## src/hdl/pdu_hdr_pkg.sv

```systemverilog
package pdu_hdr_pkg;

  localparam int WORD_W   = 32;
  localparam int VB_W     = 3;
  localparam int FIELD_W  = 30;
  localparam int HALF_W   = 16;
  localparam int ALGO_W   = 8;
  localparam int DLV_W    = 2;
  localparam int REASON_W = 27;
  localparam int FLAGS_W  = 4;
  localparam int PHASE_W  = 3;

  localparam int MAX_PAYLOAD_BYTES_DEF = 16384;

  localparam logic [VB_W-1:0] FULL_WORD_BYTES = 3'd4;

  // header type codes in bits 31:30
  localparam logic [1:0] HT_ACK  = 2'b00;
  localparam logic [1:0] HT_INIT = 2'b01;
  localparam logic [1:0] HT_DATA = 2'b10;
  localparam logic [1:0] HT_NACK = 2'b11;

  // header_flags bit positions
  localparam int FLAG_DATA = 0;
  localparam int FLAG_INIT = 1;
  localparam int FLAG_ACK  = 2;
  localparam int FLAG_NACK = 3;

  typedef struct packed {
    logic [WORD_W-1:0] word;
    logic [VB_W-1:0]   valid_bytes;
    logic              last;
  } in_item_t;

  typedef struct packed {
    logic [FLAGS_W-1:0]  header_flags;
    logic [FIELD_W-1:0]  offset;
    logic [FIELD_W-1:0]  total_size;
    logic [HALF_W-1:0]   message_id;
    logic [HALF_W-1:0]   auth_code;
    logic [ALGO_W-1:0]   algorithms;
    logic [DLV_W-1:0]    delivery_flags;
    logic [REASON_W-1:0] nack_reason;
    logic                pdu_ok;
  } hdr_res_t;

  // handshake between the input stage and the parser
  typedef struct packed {
    logic valid;
    logic ready;
  } stage_ctl_t;

endpackage

```

## src/hdl/pdu_hdr_in_stage.sv

```systemverilog
module pdu_hdr_in_stage import pdu_hdr_pkg::*; (
  input  logic       clk,
  input  logic       rst_n,
  input  logic       in_valid,
  output logic       in_ready,
  input  in_item_t   in_item,
  output stage_ctl_t ctl_out,
  input  logic       pop,
  output in_item_t   item
);

  logic     valid_r, valid_nxt;
  in_item_t item_r;

  assign in_ready  = !valid_r || pop;
  assign valid_nxt = in_ready ? in_valid : valid_r;

  always_ff @(posedge clk) begin
    if (!rst_n) begin
      valid_r <= 1'b0;
    end else begin
      valid_r <= valid_nxt;
    end
  end

  always_ff @(posedge clk) begin
    if (in_ready && in_valid) begin
      item_r <= in_item;
    end
  end

  assign ctl_out.valid = valid_r;
  assign ctl_out.ready = in_ready;
  assign item          = item_r;

endmodule

```

## config.mk

```make
export PLATFORM = sky130hd
export DESIGN_NAME = pdu_hdr_in_stage
export DESIGN_NICKNAME = d
export VERILOG_FILES = /design/src/hdl/pdu_hdr_pkg.sv /design/src/hdl/pdu_hdr_in_stage.sv
export SDC_FILE = /design/constraint.sdc
export NUM_CORES = 1
export LEC_CHECK = 0
export BUFFER_PORTS_ARGS = -buffer_cell sky130_fd_sc_hd__buf_2
export CAP_MARGIN = 10
export CORE_AREA = 3 3 61 57
export CTS_CLUSTER_SIZE = 30
export DETAILED_ROUTE_END_ITERATION = 10
export DIE_AREA = 0 0 64 60
export PLACE_DENSITY = 0.82
export SYNTH_ARGS = -nofsm -noshare
export SYNTH_HDL_FRONTEND = slang
export SYNTH_SLANG_ARGS = --single-unit
```

## constraint.sdc

```tcl
create_clock -name clk -period 1.6 [get_ports clk]
set_input_delay 0.32 -clock clk [delete_from_list [all_inputs] [get_ports clk]]
set_output_delay 0.32 -clock clk [all_outputs]
set_load 0.05 [all_outputs]
```

# Word-level counts from Yosys, hierarchy flattened
# Index checks and enable logic that the tools add are counted.
# W data, S select, Z words.
dict set report classes {
  n_addsub 0
  mul 0
  div_mod_pow 0
  magnitude_cmp 0
  n_eq_ne 0
  n_shift 0
  mux 0
  bitwise 0
  n_reduce_logical 3
}
# operator n
set ops {}
lappend ops {{$logic_and A1 B1 Y1} 1}
lappend ops {{$logic_not A1 Y1} 1}
lappend ops {{$logic_or A1 B1 Y1} 1}
dict set report word_totals {
  reg_bits 37
  latch_bits 0
  mem_bits_rw 0
  mem_bits_ro 0
  input_bits 40
  output_inout_bits 39
  n_memories 0
}

# Longest topological paths before layout
dict set report logic_depth {
  ltp_word 3
  ltp_mapped 2
  depth_no_buf 2
}

# Worst setup path before layout
# Ideal clock, no wire load.
dict set report synth_path {
  path_type {input -> register}
  from {in pop}
  to {reg item_r, in the netlist item[0] (enable)}
  setup_time_ps 346
  arrival_time_ps 937
  required_ps 1254
  slack_ps 317
  stages 2
  cell_sequence {nand2b_4 > and2_4}
}
dict set report synth_between {
  elab_chain_cells 2
}
# element line_no
set synth_lines {}
lappend synth_lines {{start, declared} pdu_hdr_in_stage.sv:8} ;# input logic pop,
lappend synth_lines {{$logic_or A1 B1 Y1} pdu_hdr_in_stage.sv:15} ;# assign in_ready = !valid_r || pop;
lappend synth_lines {{$logic_and A1 B1 Y1} pdu_hdr_in_stage.sv:27} ;# if (in_ready && in_valid) begin
lappend synth_lines {{end signal, assigned} pdu_hdr_in_stage.sv:28} ;# item_r <= in_item;
lappend synth_lines {{end, declared} pdu_hdr_in_stage.sv:13} ;# in_item_t item_r;
# No other way between the ends.
# A chain may end at the register's enable or synchronous reset.

==> metrics.txt <==
Yosys cell types 7; share of layout cells above drive strength 1 69.3%; Setup Buffers After CTS 0; Synth area leader edfxtp_1; initial antenna violation count 0; sequential element share of the synthesized area 95.4%; grt ovf 0; max-cap violation count 0; worst r2r path cells 2; RSZ-0062 raised after global routing no; Top FF cell, synth edfxtp_1; slew of the pin with the lowest slew margin 0.448 ns; Site Rows 18; reg2reg start valid_r; crit-path max FO 4; Starting DRT DRC Count 19; starting density of the core 41.0%; Slew headroom 70.2%; final WL 2160 µm; count leader, synth edfxtp_1; Post-Place Cell Area 1580 µm²; register bit total from synthesis 37; number of I/O pins 79; Hold Fails Final Rpt 0; antenna viol nets, final 0; highest clock rate 745 MHz; Diodes inserted 0; CTS resizes 0; status completed; vias 710; min-delay worst type in -> reg; die span in y 60 µm; IR drop worst, VDD 1.10 mV; vias in the first global route 762; Synth area leaders edfxtp_1, dfxtp_1, buf_4; first-pass GRT wire length 3250 µm; gpl congestion 0.658; CTS HTree Levels 2; clock sink count 37; Async S/R FF share, synth 0%; arrival time worst endpoint 1.02 ns; NetSw 0.553 mW; design area 1660 µm²; Clock power frac 29.2%; largest net degree at the start of global routing 37; Placed Cells 159; total power 2.08 mW; Worst-path clk slew 0.11 ns; final worst path period need 1.34 ns; Synth top area share 93.7%; WS Path Type reg -> out; combinational share of power 15.8%; Setup Skew 0.00613 ns; critical path required time 1.28 ns; Power Dens Cells 1250 nW/µm²; endpoints failing setup 0; Yosys warnings 0; post-DR vias/cell 4.25; capturing element type of the critical path primary output; P_int 1.53 mW; Clk Latency, worst-skew pair 0.32 ns; Port Buffer Count 78; root buf cell clkbuf_4; syn nets 83; Hold WS 0.159 ns; Final #Nets 166; CTS tree done; reg2reg end item[24]; final std cells w/o fill 167; R2R Setup Slk 0.37 ns; Syn Std Cell Area 1150 µm²; EDFF count, synth 36; slack of the critical path 0.257 ns; die width 64 µm; max-slew violation count 0; clk buf depth 2; top cells by count, synth edfxtp_1, buf_4; hold wc startpoint in_item[12]; Tot GR Track Use 12.2%; Num CTS Buffers 5; Total Neg Setup Slack 0 ns; crit share post-route 83.9%; # hold bufs at CTS 0; P&R area growth vs syn 43.7%; die area 3840 µm²; worst hold path endpoint item[12]; Avg Inst Size Synth 26.8 µm²; Core Region 2820 µm²; leakage 0.721 nW; drt wl/cell 13.0 µm; Setup WS pre-CTS 0.260 ns; Core Util, Final 58.9%; DRC viols 0; hold depth 1; Synth Instances 43; sw frac 26.6%; Flop pwr share 54.9%; detailed-router iteration count before antenna repair 4; Setup crit start kind register
sequential cells by signal (all words and copies together), names as in the netlist:
signal	count
item	36
valid_r	1
worst max-delay path by stage:
stage | cells past startpoint | from | end | slack [ns]
after global routing | 2 | valid_r | in_ready | 0.20
after floorplan | 2 | pop | item[0] | 0.32
after detailed placement | 3 | pop | item[7] | 0.26
after CTS | 2 | valid_r | ctl_out[0] | 0.24
after global placement | 3 | pop | item[18] | 0.30
final | 2 | valid_r | ctl_out[0] | 0.26
metal layers:
metal  routed length [µm]  global-route usage [%]
met5                    0                       0
met4                   43                    8.31
met3                  367                    8.08
met2                 1060                    19.9
met1                  696                    11.2
power groups by stage:
stage,sequential [mW],combinational [mW],clock (mW)
global route,1.15,0.346,0.668
floorplan,1.36,0.0424,0
CTS,1.14,0.333,0.631
detailed placement,1.17,0.333,0
global placement,1.16,0.329,0
finish,1.14,0.330,0.608
critical path, stage by stage, from the launching register on:
cell and delay, ns:
dfxtp_1 0.35, nand2b_4 0.09, buf_2 0.26
cell families after synthesis:
kind of cell / count (synthesis) / synth area share (%)
AOI/OAI and AO/OA: 1 / 0.976
DFF: 37 / 95.4
buffers and inverters: 3 / 1.63
and+or+nand+nor: 2 / 1.95
cell type report:
cell class	count	area [µm²]
multi-input cells	3	33.8
clock inverters	3	41.3
well taps	40	50.0
fillers	223	1160
flip-flops and latches	37	1100
clock buffers	5	37.5
inverters	1	3.75
repair buffers	78	390
placed cells by master, fill, tap and decap left out, drive strengths merged:
cell type	count
nand2b	1
clkinvlp	1
and2	1
a21boi	1
dfxtp	1
clkbuf	5
edfxtp	36
bufinv	1
inv	1
buf	78
clkinv	1
No activity file was read; power rests on OpenSTA's default activity.
