### config.mk
export PLATFORM = sky130hd
export DESIGN_NAME = pdu_hdr_parse
export DESIGN_NICKNAME = d
export VERILOG_FILES = /design/src/hdl/pdu_hdr_pkg.sv /design/src/hdl/pdu_hdr_parse.sv
export SDC_FILE = /design/constraint.sdc
export NUM_CORES = 1
export LEC_CHECK = 0
export BUFFER_PORTS_ARGS = -buffer_cell sky130_fd_sc_hd__buf_2
export CORE_ASPECT_RATIO = 1.75
export CORE_MARGIN = 4
export CORE_UTILIZATION = 45
export CTS_CLUSTER_SIZE = 28
export DETAILED_ROUTE_END_ITERATION = 8
export PLACE_DENSITY = 0.71
export SLEW_MARGIN = 20
export SYNTH_ARGS = -nofsm -noshare
export SYNTH_HDL_FRONTEND = slang
export SYNTH_SLANG_ARGS = --single-unit
export TNS_END_PERCENT = 5
### constraint.sdc
create_clock -name clk -period 4.1 [get_ports clk]
set_input_delay 0.82 -clock clk [delete_from_list [all_inputs] [get_ports clk]]
set_output_delay 0.82 -clock clk [all_outputs]
set_load 0.02 [all_outputs]
### src/hdl/pdu_hdr_pkg.sv
package pdu_hdr_pkg;

  localparam int WORD_W   = 32;
  localparam int VB_W     = 3;
  localparam int FIELD_W  = 30;
  localparam int HALF_W   = 16;
  localparam int ALGO_W   = 8;
  localparam int DLV_W    = 2;
  localparam int REASON_W = 27;
  localparam int FLAGS_W  = 4;
  localparam int PHASE_W  = 3;

  localparam int MAX_PAYLOAD_BYTES_DEF = 16384;

  localparam logic [VB_W-1:0] FULL_WORD_BYTES = 3'd4;

  // header type codes in bits 31:30
  localparam logic [1:0] HT_ACK  = 2'b00;
  localparam logic [1:0] HT_INIT = 2'b01;
  localparam logic [1:0] HT_DATA = 2'b10;
  localparam logic [1:0] HT_NACK = 2'b11;

  // header_flags bit positions
  localparam int FLAG_DATA = 0;
  localparam int FLAG_INIT = 1;
  localparam int FLAG_ACK  = 2;
  localparam int FLAG_NACK = 3;

  typedef struct packed {
    logic [WORD_W-1:0] word;
    logic [VB_W-1:0]   valid_bytes;
    logic              last;
  } in_item_t;

  typedef struct packed {
    logic [FLAGS_W-1:0]  header_flags;
    logic [FIELD_W-1:0]  offset;
    logic [FIELD_W-1:0]  total_size;
    logic [HALF_W-1:0]   message_id;
    logic [HALF_W-1:0]   auth_code;
    logic [ALGO_W-1:0]   algorithms;
    logic [DLV_W-1:0]    delivery_flags;
    logic [REASON_W-1:0] nack_reason;
    logic                pdu_ok;
  } hdr_res_t;

  // handshake between the input stage and the parser
  typedef struct packed {
    logic valid;
    logic ready;
  } stage_ctl_t;

endpackage

### src/hdl/pdu_hdr_parse.sv
module pdu_hdr_parse import pdu_hdr_pkg::*; #(
  parameter int MAX_PAYLOAD_BYTES = MAX_PAYLOAD_BYTES_DEF,
  parameter int PB_W              = $clog2(MAX_PAYLOAD_BYTES + 1)
) (
  input  logic            clk,
  input  logic            rst_n,
  input  logic            take,
  input  in_item_t        item,
  output hdr_res_t        res,
  output logic [PB_W-1:0] res_bytes
);

  localparam logic [PHASE_W-1:0] PH_HDR   = 3'd0;
  localparam logic [PHASE_W-1:0] PH_ACK2  = 3'd1;
  localparam logic [PHASE_W-1:0] PH_DATA2 = 3'd2;
  localparam logic [PHASE_W-1:0] PH_INIT2 = 3'd3;
  localparam logic [PHASE_W-1:0] PH_INIT3 = 3'd4;
  localparam logic [PHASE_W-1:0] PH_PAY   = 3'd5;
  localparam logic [PHASE_W-1:0] PH_STOP  = 3'd6;

  localparam logic [PB_W:0] MAX_C = (PB_W + 1)'(MAX_PAYLOAD_BYTES);

  logic [PHASE_W-1:0]  phase_r, phase_nxt, phase_w;
  logic [FLAGS_W-1:0]  flags_r, flags_nxt, flags_w;
  logic [FIELD_W-1:0]  offset_r, offset_nxt, offset_w;
  logic [FIELD_W-1:0]  size_r, size_nxt, size_w;
  logic [WORD_W-1:0]   id_r, id_nxt, id_w;
  logic [9:0]          algo_r, algo_nxt, algo_w;
  logic [REASON_W-1:0] reason_r, reason_nxt, reason_w;
  logic                ok_r, ok_nxt, ok_w, ok_fin;
  logic [PB_W-1:0]     count_r, count_nxt, count_w;
  logic [VB_W-1:0]     add;
  logic [PB_W:0]       sum;
  logic [WORD_W-1:0]   w;

  assign w   = item.word;
  assign add = (item.valid_bytes > FULL_WORD_BYTES) ? FULL_WORD_BYTES : item.valid_bytes;
  assign sum = {1'b0, count_r} + (PB_W + 1)'(add);

  // state after this word
  always_comb begin
    phase_w  = phase_r;
    flags_w  = flags_r;
    offset_w = offset_r;
    size_w   = size_r;
    id_w     = id_r;
    algo_w   = algo_r;
    reason_w = reason_r;
    ok_w     = ok_r;
    count_w  = count_r;
    if (phase_r == PH_PAY) begin
      count_w = (sum > MAX_C) ? MAX_C[PB_W-1:0] : sum[PB_W-1:0];
    end else if (phase_r != PH_STOP) begin
      if (item.valid_bytes != FULL_WORD_BYTES) begin
        ok_w    = 1'b0;
        phase_w = PH_STOP;
      end else begin
        case (phase_r)
          PH_HDR: begin
            case (w[31:30])
              HT_ACK: begin
                flags_w[FLAG_ACK] = 1'b1;
                offset_w          = w[FIELD_W-1:0];
                phase_w           = PH_ACK2;
              end
              HT_INIT: begin
                flags_w[FLAG_INIT] = 1'b1;
                size_w             = w[FIELD_W-1:0];
                phase_w            = PH_INIT2;
              end
              HT_DATA: begin
                flags_w[FLAG_DATA] = 1'b1;
                offset_w           = w[FIELD_W-1:0];
                phase_w            = PH_DATA2;
              end
              default: begin
                flags_w[FLAG_NACK] = 1'b1;
                // nonzero subtype marks the pdu bad but parsing goes on
                if (w[29:27] == 3'b000) begin
                  reason_w = w[REASON_W-1:0];
                end else begin
                  ok_w = 1'b0;
                end
                phase_w = PH_HDR;
              end
            endcase
          end
          PH_ACK2: begin
            id_w    = w;
            phase_w = PH_HDR;
          end
          PH_DATA2: begin
            id_w    = w;
            phase_w = PH_PAY;
          end
          PH_INIT2: begin
            id_w    = w;
            phase_w = PH_INIT3;
          end
          default: begin
            algo_w  = w[9:0];
            phase_w = PH_PAY;
          end
        endcase
      end
    end
  end

  // end-of-pdu checks: stuck in headers or empty payload
  always_comb begin
    ok_fin = ok_w;
    if (phase_w == PH_PAY) begin
      if (count_w == '0) begin
        ok_fin = 1'b0;
      end
    end else if (phase_w != PH_STOP) begin
      ok_fin = 1'b0;
    end
  end

  assign res.header_flags   = flags_w;
  assign res.offset         = offset_w;
  assign res.total_size     = size_w;
  assign res.message_id     = id_w[31:16];
  assign res.auth_code      = id_w[15:0];
  assign res.algorithms     = algo_w[7:0];
  assign res.delivery_flags = algo_w[9:8];
  assign res.nack_reason    = reason_w;
  assign res.pdu_ok         = ok_fin;
  assign res_bytes          = (phase_w == PH_PAY) ? count_w : '0;

  always_comb begin
    phase_nxt  = phase_w;
    flags_nxt  = flags_w;
    offset_nxt = offset_w;
    size_nxt   = size_w;
    id_nxt     = id_w;
    algo_nxt   = algo_w;
    reason_nxt = reason_w;
    ok_nxt     = ok_w;
    count_nxt  = count_w;
    if (item.last) begin
      phase_nxt  = PH_HDR;
      flags_nxt  = '0;
      offset_nxt = '0;
      size_nxt   = '0;
      id_nxt     = '0;
      algo_nxt   = '0;
      reason_nxt = '0;
      ok_nxt     = 1'b1;
      count_nxt  = '0;
    end
  end

  always_ff @(posedge clk) begin
    if (!rst_n) begin
      phase_r  <= PH_HDR;
      flags_r  <= '0;
      offset_r <= '0;
      size_r   <= '0;
      id_r     <= '0;
      algo_r   <= '0;
      reason_r <= '0;
      ok_r     <= 1'b1;
      count_r  <= '0;
    end else if (take) begin
      phase_r  <= phase_nxt;
      flags_r  <= flags_nxt;
      offset_r <= offset_nxt;
      size_r   <= size_nxt;
      id_r     <= id_nxt;
      algo_r   <= algo_nxt;
      reason_r <= reason_nxt;
      ok_r     <= ok_nxt;
      count_r  <= count_nxt;
    end
  end

endmodule

# Word-level counts from Yosys, hierarchy flattened
# Index checks and enable logic that the tools add are counted.
# Widths: inputs -> output; s select.
# op_classes
n_reduce_logical,8
magnitude_cmp,2
n_mux,59
n_addsub,1
n_eq_ne,10
# ops
op,count
$mux 30,12
$mux 27,7
$mux 32,5
$mux 15,4
$mux 10,5
$mux 4,5
$add 15x3->16,1
$gt 16x15->1 const B,1
$logic_not 15->1,1
$mux 3,5
$mux 1,14
$ne 3x3->1 const B,3
$pmux 3 s3,1
$eq 3x2->1 const B,2
$eq 3x3->1 const B,2
$logic_not 3->1,2
$pmux 2 s3,1
$reduce_or 3->1,2
$reduce_or 4->1,1
$eq 3x1->1 const B,1
$gt 3x3->1 const B,1
$eq 2x1->1 const B,1
$eq 2x2->1 const B,1
$logic_not 2->1,1
$reduce_or 2->1,1
# totals
word_cells,89
in_bits,39
ff_bits,152
output_inout_bits,149

# Logic depth before layout (Yosys ltp)
# logic_depth
ltp_word,9
mapped_depth,12
mapped_depth_nobuf,11

# Worst setup path before layout
# Ideal clock, no wire load.
# synth_timing
path_type,input port to output port
from,input port item[1] (netlist bit)
to,output port res_bytes[10]
slack_ns,-0.332
t_arrival_ns,3.612
cell_stages,12
required_time_ns,3.280
n_path_buf,1
path_cell_list,nor2b_1 -> ha_1 -> inv_1 -> fa_1 -> nor2b_1 -> o2111ai_1 -> xor2_1 -> nand4_1 -> nor4b_4 -> buf_4 -> nor2_1 -> nor3_1
# synth_between
elab_chain_cells,7
word_cells_on_any_way,12
cone_classes,1 x add/sub; 2 x order compare; 2 x eq/ne; 7 x mux
# synth_rtl
item,line_no,text
start: declaration,pdu_hdr_parse.sv:8,"input in_item_t item,"
$gt 3x3->1,pdu_hdr_parse.sv:37,assign add = (item.valid_bytes > FULL_WORD_BYTES) ? FULL_WORD_BYTES : item.valid_bytes;
$mux 3,pdu_hdr_parse.sv:37,
$add 15x3->16,pdu_hdr_parse.sv:38,"assign sum = {1'b0, count_r} + (PB_W + 1)'(add);"
$gt 16x15->1,pdu_hdr_parse.sv:52,count_w = (sum > MAX_C) ? MAX_C[PB_W-1:0] : sum[PB_W-1:0];
$mux 15,pdu_hdr_parse.sv:52,
$mux 15,pdu_hdr_parse.sv:51,if (phase_r == PH_PAY) begin
$mux 15 *,pdu_hdr_parse.sv:130,assign res_bytes = (phase_w == PH_PAY) ? count_w : '0;
end: declaration,pdu_hdr_parse.sv:10,output logic [PB_W-1:0] res_bytes
# Mark *: on every way between the ends. The rest lies on a longest branch, timed or not.

# Worst setup path after layout
# layout_timing
from,input port item[3] (netlist bit)
to,output port res_bytes[6]
# Same word-level chain as after synthesis.

==> metrics.yaml <==
htreeDepth: 4
timing.final.crit_period_ps: 4250
netlist_area_um2: 8770
pre_cts_slack_ps: -142
setup_viol: 13
floorplan.die_area_um2: 21900
start_util_pct: 45.7
cts_hold_buf: 0
violations: "setup timing"
holdWs_ps: 461
muxShareOfSynthArea_pct: 16.7
diodes: 0
rsz0062_at_grt: "yes"
yosys.cell_types.count: 60
finalWorstSetupSlack_ps: -153
syn_inst: 1021
yosys-top-cells-count: "267 x nor2b_1, 152 x dfxtp_1, 148 x a21oi_1"
setup_tns_ps: -1500
async_reset_ff_share_pct: 0
die_w_um: 114
dpl_cell_area_um2: 10100
drive_above_1_share_pct: 36.0
whs_path_depth: 1
synth_compound_area_share_pct: 14.8
avgViaCountPerCell: 5.48
ys_ff_latch: 152
design_area_um2: 10900
synth_top_area_cell: "dfxtp_1"
numCtsBuffers: 17
run_status: "complete, but fails checks"
arrival_ps: 3430
yosysTopAreaCellShare_pct: 34.7
die_h_um: 193
synth_xor_xnor_area_share_pct: 1.30
io_pins: 188
startpoint_type: "input pin"
final_util_pct: 57.0
gp_congestion: 0.896
yosysSeqAreaShare_pct: 34.7
irDropWorstVdd_v: 0.000251
post-route-period-util_pct: 104
drt-total-wl_um: 26300
synth_nets: 1068
maxCapViolCount: 0
avgSynthCellArea_um2: 8.59
rows: 67
hold_viol_final: 0
leakage_uw: 0.00465
grt_max_degree: 88
worst-path-max-fanout: 6
global_route.usage.met3_pct: 4.11
io_buffer_count: 187
r2r_cells: 15
dp_hpwl_um: 18000
path_clk_slew_ps: 60
antenna_found_initial: 0
cts.path.max_buffers: 2
cts_root_buffer: "clkbuf_16"
synth_area_leaders: "dfxtp_1 35%, nor2b_1 19%, mux2_2 16%"
grt_busiest_layer: "met2"
slew_violations: 0
grt_pass1_wl_um: 40700
synth_adder_area_share_pct: 1.23
crit_start: "item[3]"
grt_use_total_pct: 23.4
gr-total-overflow: 0
skew_ps: 7.21
grt.met2_usage_pct: 42.2
synth_ff_type: "dfxtp_1"
met1_usage_pct: 26.0
clock_sinks: 152
grt_pass1_vias: 7627
max_freq_mhz: 235
nets: 1247
worstMarginPinSlew_ps: 885
drt_iter0_markers: 385
hp-start: "ok_r$_SDFFE_PN1P_"
synth_top_family_by_area: "simple AND/OR/NAND/NOR gates"
synthToLayoutAreaGrowth_pct: 24.7
synth_edf_count: 0
crit_type: "in -> out"
critPathRequiredTime_ps: 3280
first_pass_iters: 5
yosysWarnings: 0
yosysMostFrequentCell: "nor2b_1"
worstHoldPathType: "reg -> reg"
relSlewSlack_pct: 41.0
clk_latency_ps: 420
cellPowerDensity_nw_per_um2: 317
drc: 0
cts_tree: "done"
synth_simple_gate_area_share_pct: 27.1
core_area_um2: 19200
via_count: 7966
routedWlPerCell_um: 18.1
worstReg2RegStart: "count_r[0]$_SDFFE_PN0P_"
detail-route-antenna-nets: 0
crit_path_end_kind: "output pin"
[logic make-up (layout without fill, tap and decap cells)]
kind of cell,count (synthesis),count (layout)
DFF,152,152
adders and majority gates,8,8
buffers and inverters,92,284
xor gates and xnor gates,13,13
and+or+nand+nor,398,398
muxes,130,130
AOI/OAI and AO/OA,228,228
[repair_timing]
| action | 4_1_cts | 5_1_grt |
|---|---|---|
| gates cloned | 0 | 0 |
| pin swaps | 3 | 11 |
| setup buffers | 1 | 6 |
| gates resized for setup | 3 | 25 |
| endpoints found under the setup margin | 13 | 16 |
[area by class of cell]
class / instances / area (µm²)
Clock buffer: 19 / 443
Multi-Input combinational cell: 777 / 5490
Inverter: 12 / 45.0
Clock inverter: 13 / 200
Tap cell: 241 / 302
Sequential cell: 152 / 3040
Fill cell: 1778 / 8260
Timing Repair Buffer: 240 / 1420
[through the flow]
stage | std cells | total power, µW
final | 1454 | 3470
after global routing | 1454 | 3570
after CTS | 1448 | 3500
after detailed placement | 1415 | 1770
after global placement | 1415 | 1770
after floorplan | 1021 | 1670
[layout by cell type, fill, tap and decap left out, types with 13 or more instances in the layout]
cell type and instances:
mux2_2 128, o21ai_0 22, a21oi_1 140, nor3_1 13
buf_4 64, nor2b_1 264, clkbuf_16 17, buf_2 170
dfxtp_1 152, nor2_1 24, nand2_1 33
[routing by layer]
metal | part of all wire (%) | vias to the layer above
met2 | 53 | 231
met1 | 39 | 3807
met5 | 0 | -
li1 | - | 3871
met3 | 3.7 | 57
met4 | 4.0 | 0
[registers in the layout, indices dropped and copies added, names as in the netlist]
signal,cells
algo_r,10
count_r,15
flags_r,4
id_r,32
offset_r,30
ok_r,1
phase_r,3
reason_r,27
size_r,30
[worst max-delay path, stage by stage]
cell	delay [ps]
buf_6	100
nor2b_4	110
ha_4	140
inv_2	40
fa_2	440
nor2b_4	200
o2111ai_2	170
xor2_1	190
nand4_1	200
nor4b_4	380
buf_12	170
buf_4	110
o22ai_1	90
a21oi_2	150
buf_4	150
[path summary, 6_finish.rpt]
check	slack, ps	end
max	-150	res_bytes[6]
min reg2reg	460	ok_r$_SDFFE_PN1P_
min	460	ok_r$_SDFFE_PN1P_
max reg2reg	700	count_r[8]$_SDFFE_PN0P_
[power breakdown]
group	switching [µW]	leakage [µW]	internal, µW
combinational	167	0.00310	92.5
sequential	6.00	0.00122	1480
clock	629	0.000317	1090
total	802	0.00465	2670
Note: power is estimated with default switching activity, not from simulation.
